[config.mk]
export PLATFORM = sky130hd
export DESIGN_NAME = base64url_strict_decoder
export DESIGN_NICKNAME = d
export VERILOG_FILES = /design/src/rtl/core/b64u_pkg.sv /design/src/rtl/core/base64url_strict_decoder.sv /design/src/rtl/core/b64u_dec_core.sv /design/src/rtl/core/b64u_out_seq.sv
export SDC_FILE = /design/constraint.sdc
export NUM_CORES = 1
export LEC_CHECK = 0
export BUFFER_PORTS_ARGS = -buffer_cell sky130_fd_sc_hd__buf_2
export CAP_MARGIN = 20
export CORE_MARGIN = 2
export CORE_UTILIZATION = 40
export CTS_CLUSTER_DIAMETER = 100
export CTS_CLUSTER_SIZE = 40
export DETAILED_ROUTE_END_ITERATION = 16
export PLACE_DENSITY_LB_ADDON = 0.25
export SLEW_MARGIN = 25
export SYNTH_ARGS = -nofsm -noshare
export SYNTH_HDL_FRONTEND = slang
export SYNTH_SLANG_ARGS = --single-unit
[constraint.sdc]
create_clock -name clock -period 3.95 [get_ports clock]
set_clock_uncertainty 0.1 [all_clocks]
set_input_delay 0.1975 -clock clock [delete_from_list [all_inputs] [get_ports clock]]
set_output_delay 0.1975 -clock clock [all_outputs]
set_load 0.05 [all_outputs]
[src/rtl/core/b64u_pkg.sv]
// Shared types, constants and the character map for the base64url decoder.
`timescale 1ns / 1ps

package b64u_pkg;

   // ASCII bounds of the alphabet ranges
   localparam logic [7:0] CHAR_UPPER_A = 8'h41;
   localparam logic [7:0] CHAR_UPPER_Z = 8'h5A;
   localparam logic [7:0] CHAR_LOWER_A = 8'h61;
   localparam logic [7:0] CHAR_LOWER_Z = 8'h7A;
   localparam logic [7:0] CHAR_DIGIT_0 = 8'h30;
   localparam logic [7:0] CHAR_DIGIT_9 = 8'h39;
   localparam logic [7:0] CHAR_DASH = 8'h2D;
   localparam logic [7:0] CHAR_UNDERSCORE = 8'h5F;

   // Sextet offsets and fixed codes
   localparam logic [5:0] OFS_LOWER = 6'd26;
   localparam logic [5:0] OFS_DIGIT = 6'd52;
   localparam logic [5:0] SEXTET_DASH = 6'd62;
   localparam logic [5:0] SEXTET_UNDERSCORE = 6'd63;

   // Unused bits of the last sextet in a tail of two / three
   localparam logic [5:0] TAIL2_PAD_MASK = 6'h0F;
   localparam logic [5:0] TAIL3_PAD_MASK = 6'h03;

   // Sextets pending in the current group
   localparam logic [1:0] POS_ZERO = 2'd0;
   localparam logic [1:0] POS_ONE = 2'd1;
   localparam logic [1:0] POS_TWO = 2'd2;
   localparam logic [1:0] POS_THREE = 2'd3;

   // One input transaction
   typedef struct packed {
      logic [7:0] character;
      logic       has_char;
      logic       end_of_message;
   } b64u_item_type;

   // Results produced by one input transaction (count 0..3)
   typedef struct packed {
      logic [2:0][7:0] bytes;
      logic [1:0]      count;
      logic            has_bytes;
      logic            last;
      logic            bad;
   } b64u_group_type;

   typedef struct packed {
      logic       ok;
      logic [5:0] value;
   } b64u_sextet_type;

   // Character to sextet; ok is low outside the alphabet
   function automatic b64u_sextet_type map_char(input logic [7:0] c);
      b64u_sextet_type r;
      logic [7:0]      d;
      r.ok = 1'b1;
      r.value = '0;
      d = '0;
      if (c >= CHAR_UPPER_A && c <= CHAR_UPPER_Z) begin
         d = c - CHAR_UPPER_A;
         r.value = d[5:0];
      end else if (c >= CHAR_LOWER_A && c <= CHAR_LOWER_Z) begin
         d = c - CHAR_LOWER_A;
         r.value = d[5:0] + OFS_LOWER;
      end else if (c >= CHAR_DIGIT_0 && c <= CHAR_DIGIT_9) begin
         d = c - CHAR_DIGIT_0;
         r.value = d[5:0] + OFS_DIGIT;
      end else if (c == CHAR_DASH) begin
         r.value = SEXTET_DASH;
      end else if (c == CHAR_UNDERSCORE) begin
         r.value = SEXTET_UNDERSCORE;
      end else begin
         r.ok = 1'b0;
      end
      return r;
   endfunction

endpackage

[src/rtl/core/base64url_strict_decoder.sv]
// Top level of the strict unpadded base64url decoder.
// Path: a transaction is registered in the input register, then moves into the result
// register once that frees up; results are driven from the result register.
// Throughput: one transaction per cycle while the result register can take it; a transaction
// that yields k results holds the result register until all k of them are taken.
// Reset: synchronous; clears decode state and the input and result valid flags.
`timescale 1ns / 1ps

module base64url_strict_decoder (
   input  logic       clock,
   input  logic       reset,
   input  logic       req_valid,
   output logic       req_stall,
   input  logic [7:0] req_character,
   input  logic       req_has_char,
   input  logic       req_end_of_message,
   output logic       rsp_valid,
   input  logic       rsp_stall,
   output logic [7:0] rsp_data_byte,
   output logic       rsp_byte_valid,
   output logic       rsp_final_res,
   output logic       rsp_bad_message
);

   b64u_pkg::b64u_item_type  in_ff;
   logic                     in_valid_ff, in_valid_in;
   b64u_pkg::b64u_group_type group;
   logic                     load_ok;
   logic                     move;
   logic                     req_take;

   // Input register hands over whenever the result register frees up
   assign move = in_valid_ff && load_ok;
   assign req_stall = in_valid_ff && !load_ok;
   assign req_take = req_valid && !req_stall;

   always_comb begin
      if (req_take) begin
         in_valid_in = 1'b1;
      end else if (move) begin
         in_valid_in = 1'b0;
      end else begin
         in_valid_in = in_valid_ff;
      end
   end

   always_ff @(posedge clock) begin
      if (reset) begin
         in_valid_ff <= 1'b0;
      end else begin
         in_valid_ff <= in_valid_in;
      end
   end

   always_ff @(posedge clock) begin
      if (req_take) begin
         in_ff <= {req_character, req_has_char, req_end_of_message};
      end
   end

   b64u_dec_core u_core (
      .clock (clock),
      .reset (reset),
      .load  (move),
      .item  (in_ff),
      .group (group)
   );

   b64u_out_seq u_out (
      .clock           (clock),
      .reset           (reset),
      .load            (move),
      .group           (group),
      .load_ok         (load_ok),
      .rsp_valid       (rsp_valid),
      .rsp_stall       (rsp_stall),
      .rsp_data_byte   (rsp_data_byte),
      .rsp_byte_valid  (rsp_byte_valid),
      .rsp_final_res   (rsp_final_res),
      .rsp_bad_message (rsp_bad_message)
   );

`ifndef SYNTHESIS
   // A rejected message only shows as a status result that closes it
   a_bad_is_final_status: assert property (@(posedge clock) disable iff (reset)
      rsp_valid && rsp_bad_message |-> rsp_final_res && !rsp_byte_valid)
      else $error("bad_message on a non-final or byte-carrying result");

   // Status-only results occur only at the end of a message
   a_status_is_final: assert property (@(posedge clock) disable iff (reset)
      rsp_valid && !rsp_byte_valid |-> rsp_final_res)
      else $error("status-only result before end of message");

   // Input side backs up only with a transaction held in the input register
   a_stall_needs_held: assert property (@(posedge clock) disable iff (reset)
      req_stall |-> in_valid_ff && rsp_valid)
      else $error("input stalled with nothing held");
`endif

endmodule

[src/rtl/core/b64u_dec_core.sv]
// Decode state (accumulator, group position, error) and per-transaction result group.
`timescale 1ns / 1ps

module b64u_dec_core (
   input  logic                     clock,
   input  logic                     reset,
   input  logic                     load,
   input  b64u_pkg::b64u_item_type  item,
   output b64u_pkg::b64u_group_type group
);

   logic [17:0] acc_ff, acc_in;
   logic [1:0]  pos_ff, pos_in;
   logic        err_ff, err_in;

   b64u_pkg::b64u_sextet_type sx;
   logic [23:0]     bits;
   logic [17:0]     acc1;
   logic [1:0]      pos1;
   logic            err1;
   logic            err2;
   logic [2:0][7:0] bytes_w;
   logic [1:0]      nbytes;

   assign sx = b64u_pkg::map_char(item.character);
   assign bits = {acc_ff, sx.value};

   // Character step, then end-of-message tail check
   always_comb begin
      acc1 = acc_ff;
      pos1 = pos_ff;
      err1 = err_ff;
      bytes_w = '0;
      nbytes = 2'd0;
      if (item.has_char && !err_ff) begin
         if (!sx.ok) begin
            err1 = 1'b1;
         end else if (pos_ff == b64u_pkg::POS_THREE) begin
            bytes_w[0] = bits[23:16];
            bytes_w[1] = bits[15:8];
            bytes_w[2] = bits[7:0];
            nbytes = 2'd3;
            acc1 = '0;
            pos1 = b64u_pkg::POS_ZERO;
         end else begin
            acc1 = {acc_ff[11:0], sx.value};
            pos1 = pos_ff + 2'd1;
         end
      end

      err2 = err1;
      if (item.end_of_message && !err1) begin
         case (pos1)
            b64u_pkg::POS_ONE: begin
               err2 = 1'b1;
            end
            b64u_pkg::POS_TWO: begin
               if ((acc1[5:0] & b64u_pkg::TAIL2_PAD_MASK) != 6'd0) begin
                  err2 = 1'b1;
               end else begin
                  bytes_w[0] = acc1[11:4];
                  nbytes = 2'd1;
               end
            end
            b64u_pkg::POS_THREE: begin
               if ((acc1[5:0] & b64u_pkg::TAIL3_PAD_MASK) != 6'd0) begin
                  err2 = 1'b1;
               end else begin
                  bytes_w[0] = acc1[17:10];
                  bytes_w[1] = acc1[9:2];
                  nbytes = 2'd2;
               end
            end
            default: begin
            end
         endcase
      end
   end

   // Result group: bytes mid-message, or final bytes / status at the end
   always_comb begin
      group.bytes = bytes_w;
      group.count = nbytes;
      group.has_bytes = 1'b1;
      group.last = 1'b0;
      group.bad = 1'b0;
      if (item.end_of_message) begin
         group.last = 1'b1;
         if (err2 || nbytes == 2'd0) begin
            group.bytes = '0;
            group.count = 2'd1;
            group.has_bytes = 1'b0;
            group.bad = err2;
         end
      end
   end

   // State returns to reset after the end of a message
   always_comb begin
      if (item.end_of_message) begin
         acc_in = '0;
         pos_in = b64u_pkg::POS_ZERO;
         err_in = 1'b0;
      end else begin
         acc_in = acc1;
         pos_in = pos1;
         err_in = err1;
      end
   end

   always_ff @(posedge clock) begin
      if (reset) begin
         acc_ff <= '0;
         pos_ff <= b64u_pkg::POS_ZERO;
         err_ff <= 1'b0;
      end else if (load) begin
         acc_ff <= acc_in;
         pos_ff <= pos_in;
         err_ff <= err_in;
      end
   end

endmodule

[src/rtl/core/b64u_out_seq.sv]
// Result register: holds one result group and sends its entries one per transaction.
`timescale 1ns / 1ps

module b64u_out_seq (
   input  logic                     clock,
   input  logic                     reset,
   input  logic                     load,
   input  b64u_pkg::b64u_group_type group,
   output logic                     load_ok,
   output logic                     rsp_valid,
   input  logic                     rsp_stall,
   output logic [7:0]               rsp_data_byte,
   output logic                     rsp_byte_valid,
   output logic                     rsp_final_res,
   output logic                     rsp_bad_message
);

   b64u_pkg::b64u_group_type grp_ff;
   logic [1:0] rem_ff, rem_in;
   logic [1:0] idx_ff, idx_in;
   logic       taken;

   assign rsp_valid = (rem_ff != 2'd0);
   assign taken = rsp_valid && !rsp_stall;
   // Free when empty or the last pending entry leaves now
   assign load_ok = (rem_ff == 2'd0) || (taken && rem_ff == 2'd1);

   // Entry select
   always_comb begin
      case (idx_ff)
         2'd0: rsp_data_byte = grp_ff.bytes[0];
         2'd1: rsp_data_byte = grp_ff.bytes[1];
         2'd2: rsp_data_byte = grp_ff.bytes[2];
         default: rsp_data_byte = '0;
      endcase
   end

   assign rsp_byte_valid = grp_ff.has_bytes;
   assign rsp_final_res = grp_ff.last && (rem_ff == 2'd1);
   assign rsp_bad_message = grp_ff.bad && (rem_ff == 2'd1);

   // Pending count and read index
   always_comb begin
      rem_in = rem_ff;
      idx_in = idx_ff;
      if (load) begin
         rem_in = group.count;
         idx_in = 2'd0;
      end else if (taken) begin
         rem_in = rem_ff - 2'd1;
         idx_in = idx_ff + 2'd1;
      end
   end

   always_ff @(posedge clock) begin
      if (reset) begin
         rem_ff <= 2'd0;
         idx_ff <= 2'd0;
      end else begin
         rem_ff <= rem_in;
         idx_ff <= idx_in;
      end
   end

   always_ff @(posedge clock) begin
      if (load) begin
         grp_ff <= group;
      end
   end

endmodule

Yosys cells after proc, flatten, opt, wreduce, memory -nomap -nowiden
Index checks and enable logic that the tools add are counted.
- flip-flop bits (word level): 63
- bits of input ports: 14
- logic and storage cells: 115
- add/subtract/negate cells: 8
- $lt $le $gt $ge: 6
- eq/ne operators: 9
- mux-type cells: 48
- reductions and logical operators: 29
- operator list (operator ; count):
    $mux 18 ; 4
    $mux 24 ; 3
    $mux 16 ; 2
    $mux 6 ; 5
    $mux 29 ; 1
    $mux 27 ; 1
    $mux 2 ; 12
    $pmux 8 s3 ; 1
    $ge 8x7->1 const B ; 2
    $le 8x7->1 const B ; 2
    $mux 8 ; 2
    $pmux 8 s2 ; 1
    $mux 1 ; 14
    $logic_and 1x1->1 ; 12
    $reduce_bool 6->1 ; 2
    $sub 6x6->6 const B ; 2
    $eq 2x2->1 const B ; 4
    $eq 8x6->1 const B ; 1
    $eq 8x7->1 const B ; 1
    $ge 8x6->1 const B ; 1
    $le 8x6->1 const B ; 1
    $add 6x5->6 const B ; 1
    $add 6x6->6 const B ; 1
    $eq 2x1->1 const B ; 3
    11 further kinds ; 21

Logic depth before layout (Yosys ltp)
Gate-level depths: netlist of the first run.
- depth in word-level cells: 18
- gate-level depth with buffers: 14
- depth with buffers taken out: 10

Hierarchy
A second synthesis of the first run with hierarchy kept.
- cells, all modules: 377
- area total of the unflattened synthesis: 3736.1 sq um
- modules (own cells, without submodules) (module ; instances ; cells an instance ; area each (sq um) ; sequential area each (sq um)):
    b64u_dec_core ; 1 ; 282 ; 2159.6 ; 420.4
    b64u_out_seq ; 1 ; 80 ; 1219.9 ; 890.9
    base64url_strict_decoder ; 1 ; 15 ; 356.6 ; 320.3

Worst setup path after synthesis of the first run
OpenSTA, ideal clock, no wires.
- path type: register to register
- start point: register in_ff[2] in the netlist's numbering
- end point: register u_out.grp_ff[6] in the netlist's numbering (data pin)
- setup time: 271 ps
- arrival: 2659 ps
- required time: 3579 ps
- path slack: 920 ps
- cell stages (with the launch flop): 12
- clock period less this slack: 3030 ps
- cell sequence: edfxtp_1 -> inv_1 -> ha_1 -> nor2b_1 -> o211a_4 -> nor4_2 -> mux2i_1 -> a211oi_1 -> a311o_1 -> buf_4 -> a2bb2oi_1 -> a21oi_1
- RTL lines (item ; RTL line ; source):
    from (decl) ; base64url_strict_decoder.sv:25 ; b64u_pkg::b64u_item_type in_ff;
    from (signal assigned) ; base64url_strict_decoder.sv:57 ; in_ff <= {req_character, req_has_char, req_end_of_message};
    to (signal assigned) ; b64u_out_seq.sv:67 ; grp_ff <= group;
    to (decl) ; b64u_out_seq.sv:18 ; b64u_pkg::b64u_group_type grp_ff;

Worst setup path after layout of the first run
- start point: register in_ff[2] in the netlist's numbering
- end point: register u_out.grp_ff (netlist bit u_out.rsp_byte_valid) (data pin)
- word-level cells in the longest chain between the ends: 16
- RTL lines (item ; RTL line ; source):
    parallel branches: the longest is 14 deep, another holds $sub 6x6->6 ; n/a ;
    $logic_or 1x1->1 (*) ; b64u_dec_core.sv:89 ; if (err2 || nbytes == 2'd0) begin
    $mux 27 (*) ; b64u_dec_core.sv:89 ;
Mark *: on every way between the ends.
A chain may end at the register's enable or synchronous reset.

==> results of run 1 <==
cells by family after synthesis:
family | count (synthesis)
AOI/OAI and AO/OA | 124
muxes | 12
and+or+nand+nor | 135
xor gates and xnor gates | 5
buffers and inverters | 37
DFF | 63
adders and majority gates | 16
final timing paths:
path	end	slack (ns)	cells past startpoint
worst max-delay path	u_out.rsp_byte_valid$_SDFFCE_PN1P_	0.32	10
worst min-delay path	u_core.err_ff$_SDFFE_PP0P_	0.01	2
worst max register to register	u_out.rsp_byte_valid$_SDFFCE_PN1P_	0.32	10
worst min register to register	u_core.acc_ff[5]$_SDFFE_PP0P_	0.41	2
sequential cells by signal, summed over array words and instances, names as in the netlist:
| signal | cells |
|---|---|
| u_out.grp_ff | 26 |
| u_core.acc_ff | 18 |
| in_ff | 10 |
| u_core.pos_ff | 2 |
| u_out.idx_ff | 2 |
| u_out.rem_ff | 2 |
| in_valid_ff | 1 |
| u_core.err_ff | 1 |
| u_out.rsp_byte_valid | 1 |
routing by layer:
metal  up-vias  GRT usage, %
met5         -             0
met4         0         7.692
met3        14         3.760
met2        70         31.54
met1      1542         25.32
li1       1526             -
cell type report:
class                   count  area [µm²]
multi-input cells         292        1933
fillers                   866        4783
repair buffers             45       302.8
flip-flops and latches     63        1632
clock inverters             7       127.6
inverters                  18       67.56
clock buffers               9       123.9
well taps                 111       138.9
power breakdown:
part / internal [µW] / switching (µW) / total, µW / leakage [µW]
Combinational: 162 / 362 / 523 / 0.000929
Clock: 429 / 288 / 717 / 0.000126
Sequential: 761 / 36.9 / 798 / 0.000564
Total: 1350 / 686 / 2040 / 0.00162
layout by cell type, fill, tap and decap left out, drive strengths merged, types with 12 or more instances in the layout:
cell type and count:
edfxtp 37, nand2 36, inv 21, dfxtp 26, ha 16, dlygate4sd3 12
buf 33, nor2 38, o21ai 29, nor2b 12, a21oi 32
what timing repair did:
item / in CTS / in global routing
hold endpoints to repair: 11 / 0
hold buffers: 12 / 0
resized for setup: 0 / 0
stage by stage:
stage	hold WS (ns)	worst slack [ns]
global placement	0.2746	0.4161
global route	0.01633	0.02552
finish	0.01009	0.3189
detailed placement	0.2760	0.3435
CTS	0.004523	0.3472
floorplan	0.1964	0.9205
cell usage after synthesis (3+ instances only):
library cell / number
sky130_fd_sc_hd__a31oi_1: 3
sky130_fd_sc_hd__and2_1: 7
sky130_fd_sc_hd__a22o_1: 8
sky130_fd_sc_hd__a22oi_1: 3
sky130_fd_sc_hd__and3_1: 5
sky130_fd_sc_hd__inv_1: 17
sky130_fd_sc_hd__nand2b_1: 8
sky130_fd_sc_hd__o21a_1: 10
sky130_fd_sc_hd__mux2_2: 3
sky130_fd_sc_hd__o21ai_0: 26
sky130_fd_sc_hd__nor2b_1: 12
sky130_fd_sc_hd__nand3_1: 5
sky130_fd_sc_hd__edfxtp_1: 37
sky130_fd_sc_hd__buf_2: 6
sky130_fd_sc_hd__xnor2_1: 4
sky130_fd_sc_hd__a222oi_1: 8
sky130_fd_sc_hd__a32oi_1: 3
sky130_fd_sc_hd__nand2_1: 36
sky130_fd_sc_hd__nor3_1: 4
sky130_fd_sc_hd__a21oi_1: 31
sky130_fd_sc_hd__nor2_1: 36
sky130_fd_sc_hd__mux2i_1: 9
sky130_fd_sc_hd__dfxtp_1: 26
sky130_fd_sc_hd__ha_1: 16
sky130_fd_sc_hd__o211ai_1: 3
sky130_fd_sc_hd__clkbuf_1: 9
sky130_fd_sc_hd__nor3b_1: 8
==> report_table.html, run 1 <==
<table>
<tr><th>Metric</th><th>Value</th></tr>
<tr><th colspan="2">Power</th></tr>
<tr><td>Leakage</td><td>0.001620 µW</td></tr>
<tr><td>Cell area power density</td><td>471.1 mW/mm²</td></tr>
<tr><td>Final Power</td><td>2038 µW</td></tr>
<tr><td>Peak supply drop</td><td>0.2245 mV</td></tr>
<tr><th colspan="2">Floorplan</th></tr>
<tr><td>Die ar.</td><td>0.01007 mm²</td></tr>
<tr><td>Number of top-level pins</td><td>27</td></tr>
<tr><td>Die extent in x</td><td>100.4 µm</td></tr>
<tr><td>Die Height</td><td>100.4 µm</td></tr>
<tr><td>Row count</td><td>35</td></tr>
<tr><td>Initial Util</td><td>40.78%</td></tr>
<tr><td>CORE AREA</td><td>0.009109 mm²</td></tr>
<tr><th colspan="2">Critical path</th></tr>
<tr><td>CP startpoint</td><td>in_ff[2]$_DFFE_PP_</td></tr>
<tr><td>Reg-to-reg startpoint</td><td>in_ff[2]$_DFFE_PP_</td></tr>
<tr><td>Required arrival time at the worst endpoint</td><td>3.95 ns</td></tr>
<tr><td>Critical Path Sink Type</td><td>flop</td></tr>
<tr><td>Crit path buffers/inverters</td><td>1</td></tr>
<tr><td>Cell-by-cell trace of the critical path</td><td>inv_1 -&gt; ha_1 -&gt; nor2b_1 -&gt; o211a_4 -&gt; nor4_2 -&gt; a31oi_1 -&gt; a211oi_1 -&gt; a311o_1 -&gt; a22oi_1 -&gt; nand3b_1</td></tr>
<tr><td>CP max stage cell</td><td>sky130_fd_sc_hd__nor4_2</td></tr>
<tr><td>Maximum fanout along the worst path</td><td>12</td></tr>
<tr><td>Arr. time, crit path</td><td>3.63 ns</td></tr>
<tr><td>Cell family with the largest share of critical-path delay</td><td>compound AO/OA/AOI/OAI gates</td></tr>
<tr><td>Worst Setup Path Type</td><td>flop to flop</td></tr>
<tr><td>Largest stage delay on the critical path</td><td>0.55 ns</td></tr>
<tr><td>Sort of element at the start of the critical path</td><td>flop</td></tr>
<tr><th colspan="2">Synth</th></tr>
<tr><td>Post-synthesis cell area</td><td>0.003715 mm²</td></tr>
<tr><td>Synth cell types</td><td>65</td></tr>
<tr><td>Synth area leader</td><td>sky130_fd_sc_hd__edfxtp_1</td></tr>
<tr><td>Share of the synthesized area in the top cell type</td><td>29.91%</td></tr>
<tr><td>Compound-cell area share of the yosys netlist</td><td>23.17%</td></tr>
<tr><td>Synth Net Count</td><td>422</td></tr>
<tr><td>Simple logic cell fraction of the synthesized area</td><td>18.76%</td></tr>
<tr><td>Number of synthesized register bits</td><td>63</td></tr>
<tr><td>Mean area per synthesized cell</td><td>9.477 µm²</td></tr>
<tr><td>YS warnings</td><td>0</td></tr>
<tr><td>Asr flop ratio synth</td><td>0%</td></tr>
<tr><td>Number of standard cells after synthesis</td><td>392</td></tr>
<tr><td>Multiplexer area fraction after synthesis</td><td>3.334%</td></tr>
<tr><td>Share of synthesized area occupied by flip-flops and latches</td><td>43.92%</td></tr>
<tr><td>Largest family of logic cells by synthesized area</td><td>compound AO/OA/AOI/OAI gates</td></tr>
<tr><td>Most used DFF post-synth</td><td>sky130_fd_sc_hd__edfxtp_1</td></tr>
<tr><td>Post-synthesis share of cell area spent on full adders, half adders and majority gates</td><td>5.389%</td></tr>
<tr><td>Count of flip-flops with a built-in enable after synthesis</td><td>37</td></tr>
<tr><td>Synthesized-area fraction occupied by xor and xnor cells</td><td>1.179%</td></tr>
<tr><td>Ranking of synthesized cells by area</td><td>sky130_fd_sc_hd__edfxtp_1 (30%), sky130_fd_sc_hd__dfxtp_1 (14%), sky130_fd_sc_hd__ha_1 (5.4%), sky130_fd_sc_hd__a21oi_1 (4.2%), sky130_fd_sc_hd__nand2_1 (3.6%)</td></tr>
<tr><th colspan="2">Drt</th></tr>
<tr><td>Starting DRT DRC Count</td><td>252</td></tr>
<tr><td>Wire length the detailed router placed on met1</td><td>4319 µm</td></tr>
<tr><td>Met3 WL post-DR</td><td>316 µm</td></tr>
<tr><td>Detailed-route DRC error count</td><td>0</td></tr>
<tr><td>Highest metal layer with signal wires</td><td>met4</td></tr>
<tr><td>Vias after detailed routing</td><td>3152</td></tr>
<tr><td>Met2 layer wire length in the routed design</td><td>4407 µm</td></tr>
<tr><td>Antenna Nets Post-Route</td><td>0</td></tr>
<tr><td>Wire length per cell</td><td>16.92 µm</td></tr>
<tr><td>First drt pass iteration count</td><td>5</td></tr>
<tr><td>DRT Wirelength</td><td>9220 µm</td></tr>
<tr><td>Drt via density</td><td>5.783</td></tr>
<tr><th colspan="2">Global route</th></tr>
<tr><td>Antenna violations before repair</td><td>0</td></tr>
<tr><td>Global Route Usage Sum</td><td>19.35%</td></tr>
<tr><td>Via count of the first global-routing pass</td><td>3103</td></tr>
<tr><td>Maximum number of pins on one net before global-route repair</td><td>28</td></tr>
<tr><td>Overall overflow remaining after global route</td><td>0</td></tr>
<tr><td>Global-route wire length before repair</td><td>15250 µm</td></tr>
<tr><th colspan="2">Hold path</th></tr>
<tr><td>Hold Startpoint</td><td>reset</td></tr>
<tr><td>Worst hold-check path type</td><td>input pin to flop</td></tr>
<tr><th colspan="2">Finish</th></tr>
<tr><td>Fin cells</td><td>545</td></tr>
<tr><td>Final Net Count</td><td>459</td></tr>
<tr><td>Proportion of layout cells with a drive suffix above 1</td><td>15.21%</td></tr>
<tr><td>N_diodes</td><td>0</td></tr>
<tr><td>Layout Utilization</td><td>47.49%</td></tr>
<tr><td>Relative area change from synthesis to final layout</td><td>16.44%</td></tr>
<tr><td>Post-route cell area</td><td>0.004325 mm²</td></tr>
<tr><th colspan="2">Timing</th></tr>
<tr><td>Achievable clock frequency</td><td>275.4 MHz</td></tr>
<tr><td>Headroom to the max-slew limit</td><td>37.39%</td></tr>
<tr><td>Total count of max-transition violations in the final report</td><td>0</td></tr>
<tr><td>Total negative slack</td><td>0 ns</td></tr>
<tr><td>Clock period minus final worst setup slack</td><td>3.631 ns</td></tr>
<tr><td>Final critical-path share of the clock period</td><td>91.93%</td></tr>
<tr><td>Final hold viol count</td><td>0</td></tr>
<tr><td>Worst Tran Pin Value</td><td>0.9329 ns</td></tr>
<tr><td>Count of endpoints failing setup in the final report</td><td>0</td></tr>
<tr><td>Unrepaired setup endpoints after global routing</td><td>no</td></tr>
<tr><th colspan="2">Place</th></tr>
<tr><td>Cell area reported after detailed placement</td><td>0.003954 mm²</td></tr>
<tr><td>Half-perimeter wire length after placement</td><td>6615 µm</td></tr>
<tr><td>Count of input and output buffers</td><td>26</td></tr>
<tr><td>Placed Cells incl. Taps</td><td>517</td></tr>
<tr><td>Final RePlAce weighted congestion</td><td>0.9088</td></tr>
<tr><th colspan="2">Status</th></tr>
<tr><td>Status</td><td>finished clean</td></tr>
<tr><th colspan="2">CTS</th></tr>
<tr><td>Number of buffers created by CTS</td><td>9</td></tr>
<tr><td>Clock latency on the worst-skew pair</td><td>0.35 ns</td></tr>
<tr><td>Clock sink total</td><td>63</td></tr>
<tr><td>Clock root buffer</td><td>sky130_fd_sc_hd__clkbuf_8</td></tr>
<tr><td>Buffers inserted during post-CTS setup optimization</td><td>0</td></tr>
<tr><td>CTS tree</td><td>done</td></tr>
<tr><td>Longest Clk Path Bufs</td><td>2</td></tr>
<tr><td>CTS H-tree depth</td><td>3</td></tr>
<tr><td>Clock transition time at the flip-flop clock pins of the worst setup and hold paths</td><td>0.09 ns</td></tr>
<tr><th colspan="2">Flow run</th></tr>
<tr><td>Number of maximum-capacitance violations</td><td>0</td></tr>
</table>
Note: power is estimated with default switching activity, not from simulation.
==> run 2, diff against run 1 <==
==> constraint.sdc (replaced) <==
create_clock -name clock -period 4.6 [get_ports clock]
set_clock_uncertainty 0.1 [all_clocks]
set_input_delay 0.23 -clock clock [delete_from_list [all_inputs] [get_ports clock]]
set_output_delay 0.23 -clock clock [all_outputs]
set_load 0.05 [all_outputs]
==> report_table.html, run 2 (synthesis gave the netlist of run 1 again) <==
<table>
<tr><th>Metric</th><th>Value</th></tr>
<tr><th colspan="2">Hold path</th></tr>
<tr><td>Hold Path Depth</td><td>2 (unchanged)</td></tr>
<tr><td>Endpoint of the worst hold-timing path</td><td>in_valid_ff$_SDFFE_PP0P_ (was u_core.err_ff$_SDFFE_PP0P_)</td></tr>
<tr><td>Worst hold-check path type</td><td>input pin to flop (unchanged)</td></tr>
<tr><td>Hold Startpoint</td><td>reset (unchanged)</td></tr>
<tr><th colspan="2">Power</th></tr>
<tr><td>Portion of total power attributed to the clock network</td><td>31.5% (was 35.2%)</td></tr>
<tr><td>Flop pwr share</td><td>41.6% (was 39.1%)</td></tr>
<tr><td>Peak supply drop</td><td>0.1296 mV (was 0.2245 mV)</td></tr>
<tr><td>P_int</td><td>1092 µW (was 1352 µW)</td></tr>
<tr><td>Cell area power density</td><td>387.3 mW/mm² (was 471.1 mW/mm²)</td></tr>
<tr><td>Final Power</td><td>1647 µW (was 2038 µW)</td></tr>
<tr><td>Sw Pwr</td><td>555.4 µW (was 686.3 µW)</td></tr>
<tr><td>Switching power share of the total</td><td>33.72% (was 33.68%)</td></tr>
<tr><td>Comb power frac</td><td>26.9% (was 25.7%)</td></tr>
<tr><td>Leakage</td><td>0.001575 µW (was 0.001620 µW)</td></tr>
<tr><th colspan="2">Status</th></tr>
<tr><td>Status</td><td>finished clean (unchanged)</td></tr>
<tr><th colspan="2">Critical path</th></tr>
<tr><td>Reg-to-Reg End</td><td>u_out.rsp_byte_valid$_SDFFCE_PN1P_ (unchanged)</td></tr>
<tr><td>Required arrival time at the worst endpoint</td><td>4.58 ns (was 3.95 ns)</td></tr>
<tr><td>Reg-to-reg startpoint</td><td>in_ff[4]$_DFFE_PP_ (was in_ff[2]$_DFFE_PP_)</td></tr>
<tr><td>Sort of element at the start of the critical path</td><td>flop (unchanged)</td></tr>
<tr><td>Worst Setup Path Type</td><td>flop to flop (unchanged)</td></tr>
<tr><td>CP max stage cell</td><td>sky130_fd_sc_hd__edfxtp_1 (was sky130_fd_sc_hd__nor4_2)</td></tr>
<tr><td>Crit path buffers/inverters</td><td>2 (was 1)</td></tr>
<tr><td>Largest stage delay on the critical path</td><td>0.56 ns (was 0.55 ns)</td></tr>
<tr><td>Maximum fanout along the worst path</td><td>16 (was 12)</td></tr>
<tr><td>Cell family with the largest share of critical-path delay</td><td>compound AO/OA/AOI/OAI gates (unchanged)</td></tr>
<tr><td>Depth of the most critical reg-to-reg path</td><td>11 (was 10)</td></tr>
<tr><td>Cell-by-cell trace of the critical path</td><td>inv_1 -&gt; ha_1 -&gt; a21oi_1 -&gt; a311oi_2 -&gt; or3_4 -&gt; a21oi_2 -&gt; buf_4 -&gt; and2_1 -&gt; a311o_1 -&gt; a22oi_1 -&gt; nand3b_1 (was inv_1 -&gt; ha_1 -&gt; nor2b_1 -&gt; o211a_4 -&gt; nor4_2 -&gt; a31oi_1 -&gt; a211oi_1 -&gt; a311o_1 -&gt; a22oi_1 -&gt; nand3b_1)</td></tr>
<tr><td>Arr. time, crit path</td><td>3.81 ns (was 3.63 ns)</td></tr>
<tr><td>Critical Path Sink Type</td><td>flop (unchanged)</td></tr>
<tr><td>Register-to-Register Setup Slack</td><td>0.77 ns (was 0.32 ns)</td></tr>
<tr><th colspan="2">Global route</th></tr>
<tr><td>Global-route wire length before repair</td><td>14480 µm (was 15250 µm)</td></tr>
<tr><td>Global Route Usage Sum</td><td>18.34% (was 19.35%)</td></tr>
<tr><td>Maximum number of pins on one net before global-route repair</td><td>29 (was 28)</td></tr>
<tr><td>Via count of the first global-routing pass</td><td>2899 (was 3103)</td></tr>
<tr><td>Antenna violations before repair</td><td>0 (unchanged)</td></tr>
<tr><td>Overall overflow remaining after global route</td><td>0 (unchanged)</td></tr>
<tr><th colspan="2">CTS</th></tr>
<tr><td>Hold-fix buffers, CTS</td><td>11 (was 12)</td></tr>
<tr><td>Number of buffers created by CTS</td><td>9 (unchanged)</td></tr>
<tr><td>CTS H-tree depth</td><td>3 (unchanged)</td></tr>
<tr><td>Longest Clk Path Bufs</td><td>2 (unchanged)</td></tr>
<tr><td>CTS tree</td><td>done (unchanged)</td></tr>
<tr><td>Clock latency on the worst-skew pair</td><td>0.35 ns (about the same)</td></tr>
<tr><td>Clock transition time at the flip-flop clock pins of the worst setup and hold paths</td><td>0.08 ns (was 0.09 ns)</td></tr>
<tr><td>Clock sink total</td><td>63 (unchanged)</td></tr>
<tr><td>Gates resized, CTS repair</td><td>0 (unchanged)</td></tr>
<tr><td>Buffers inserted during post-CTS setup optimization</td><td>0 (unchanged)</td></tr>
<tr><td>Clock root buffer</td><td>sky130_fd_sc_hd__clkbuf_8 (unchanged)</td></tr>
<tr><th colspan="2">Drt</th></tr>
<tr><td>Detailed-route DRC error count</td><td>0 (unchanged)</td></tr>
<tr><td>First drt pass iteration count</td><td>5 (unchanged)</td></tr>
<tr><td>DRT Wirelength</td><td>8720 µm (was 9220 µm)</td></tr>
<tr><td>Starting DRT DRC Count</td><td>196 (was 252)</td></tr>
<tr><td>Drt via density</td><td>5.701 (was 5.783)</td></tr>
<tr><td>Wire length per cell</td><td>16.12 µm (was 16.92 µm)</td></tr>
<tr><td>Antenna Nets Post-Route</td><td>0 (unchanged)</td></tr>
<tr><td>Vias after detailed routing</td><td>3084 (was 3152)</td></tr>
<tr><th colspan="2">Place</th></tr>
<tr><td>Count of input and output buffers</td><td>26 (unchanged)</td></tr>
<tr><td>Half-perimeter wire length after placement</td><td>6428 µm (was 6615 µm)</td></tr>
<tr><td>Final RePlAce weighted congestion</td><td>0.9488 (was 0.9088)</td></tr>
<tr><th colspan="2">Floorplan</th></tr>
<tr><td>Number of top-level pins</td><td>27 (unchanged)</td></tr>
<tr><td>Die extent in x</td><td>100.4 µm (unchanged)</td></tr>
<tr><td>Die Height</td><td>100.4 µm (unchanged)</td></tr>
<tr><td>Die ar.</td><td>0.01007 mm² (unchanged)</td></tr>
<tr><td>Initial Util</td><td>40.78% (unchanged)</td></tr>
<tr><td>Row count</td><td>35 (unchanged)</td></tr>
<tr><td>CORE AREA</td><td>0.009109 mm² (unchanged)</td></tr>
<tr><th colspan="2">Timing</th></tr>
<tr><td>Final critical-path share of the clock period</td><td>83.15% (was 91.93%)</td></tr>
<tr><td>Final hold viol count</td><td>0 (unchanged)</td></tr>
<tr><td>Worst Tran Pin Value</td><td>0.7718 ns (was 0.9329 ns)</td></tr>
<tr><td>Unrepaired setup endpoints after global routing</td><td>no (unchanged)</td></tr>
<tr><td>Clock period minus final worst setup slack</td><td>3.825 ns (was 3.631 ns)</td></tr>
<tr><td>Total count of max-transition violations in the final report</td><td>0 (unchanged)</td></tr>
<tr><td>Total negative slack</td><td>0 ns (unchanged)</td></tr>
<tr><td>Headroom to the max-slew limit</td><td>48.32% (was 37.39%)</td></tr>
<tr><td>Worst hold margin</td><td>0.03187 ns (was 0.01009 ns)</td></tr>
<tr><td>Count of endpoints failing setup in the final report</td><td>0 (unchanged)</td></tr>
<tr><td>Achievable clock frequency</td><td>261.4 MHz (was 275.4 MHz)</td></tr>
<tr><th colspan="2">Finish</th></tr>
<tr><td>Flip-flop count of the largest register, all copies and words added</td><td>26 (unchanged)</td></tr>
<tr><td>Commonest cells after routing, fill and taps aside</td><td>sky130_fd_sc_hd__edfxtp_1 (37), sky130_fd_sc_hd__nand2_1 (36), sky130_fd_sc_hd__nor2_1 (36) (unchanged)</td></tr>
<tr><td>Largest register by flop count</td><td>u_out.grp_ff (unchanged)</td></tr>
<tr><td>Relative area change from synthesis to final layout</td><td>14.48% (was 16.44%)</td></tr>
<tr><td>Proportion of layout cells with a drive suffix above 1</td><td>13.95% (was 15.21%)</td></tr>
<tr><td>Leading cell type in the layout, fill and taps excluded</td><td>sky130_fd_sc_hd__edfxtp_1 (unchanged)</td></tr>
<tr><td>N_diodes</td><td>0 (unchanged)</td></tr>
<tr><td>Final Net Count</td><td>455 (was 459)</td></tr>
<tr><td>Largest registers ranked by flip-flop count</td><td>u_out.grp_ff: 26 flops, u_core.acc_ff: 18 flops, in_ff: 10 flops (unchanged)</td></tr>
<tr><th colspan="2">Flow run</th></tr>
<tr><td>Number of maximum-capacitance violations</td><td>0 (unchanged)</td></tr>
</table>
## run 2: cell type report
type	count	area, µm²
Multi-Input combinational cell	292	1933
Inverter	18	67.56
Fill cell	873	4856
Sequential cell	63	1632
Timing Repair Buffer	41	270.3
Tap cell	111	138.9
Clock buffer	9	123.9
Clock inverter	7	87.58
## run 2: per-stage QoR
stage	cell area, µm²	worst slack, ns	utilization (%)	cells
finish	4253	0.7750	46.69	541
global route	4253	0.5379	46.69	541
CTS	4253	0.8273	46.69	541
detailed placement	3931	0.8571	43.16	514
floorplan	3715	1.570	-	392
global placement	3931	0.9652	43.16	514
## run 2: worst register-to-register path: cells and delay by family (launching register included)
family / cells / cell delay (ns)
DFF: 1 / 0.56
adders and majority gates: 1 / 0.29
AOI/OAI and AO/OA: 5 / 1.11
and+or+nand+nor: 3 / 1.08
buffers and inverters: 2 / 0.40
## run 2: power by group through the flow
stage,registers [µW],logic (µW),clock network (µW)
floorplan,690,344,0
global placement,696,433,0
detailed placement,698,435,0
CTS,686,444,531
global route,691,485,553
finish,685,443,519
## run 2: worst max-delay path by stage
stage | from | endpoint | slack, ns | depth (start not counted)
2_1_floorplan | in_ff[2]$_DFFE_PP_ | u_out.grp_ff[6]$_DFFE_PP_ | 1.57 | 11
3_3_place_gp | in_ff[4]$_DFFE_PP_ | u_out.rsp_byte_valid$_SDFFCE_PN1P_ | 0.97 | 11
3_5_place_dp | in_ff[4]$_DFFE_PP_ | u_out.rsp_byte_valid$_SDFFCE_PN1P_ | 0.86 | 11
4_1_cts | in_ff[4]$_DFFE_PP_ | u_out.rsp_byte_valid$_SDFFCE_PN1P_ | 0.83 | 11
5_1_grt | in_ff[4]$_DFFE_PP_ | u_out.rsp_byte_valid$_SDFFCE_PN1P_ | 0.54 | 11
6_report | in_ff[4]$_DFFE_PP_ | u_out.rsp_byte_valid$_SDFFCE_PN1P_ | 0.77 | 11
## run 2: routing by layer
layer	GRT usage, %	vias up	part of all wire (%)	wire [µm]
met5	0	-	0	0
met4	8.325	0	2.2	189
met3	3.203	20	4.3	371
met2	29.74	86	46	4028
met1	23.93	1460	47	4131
li1	-	1518	-	-
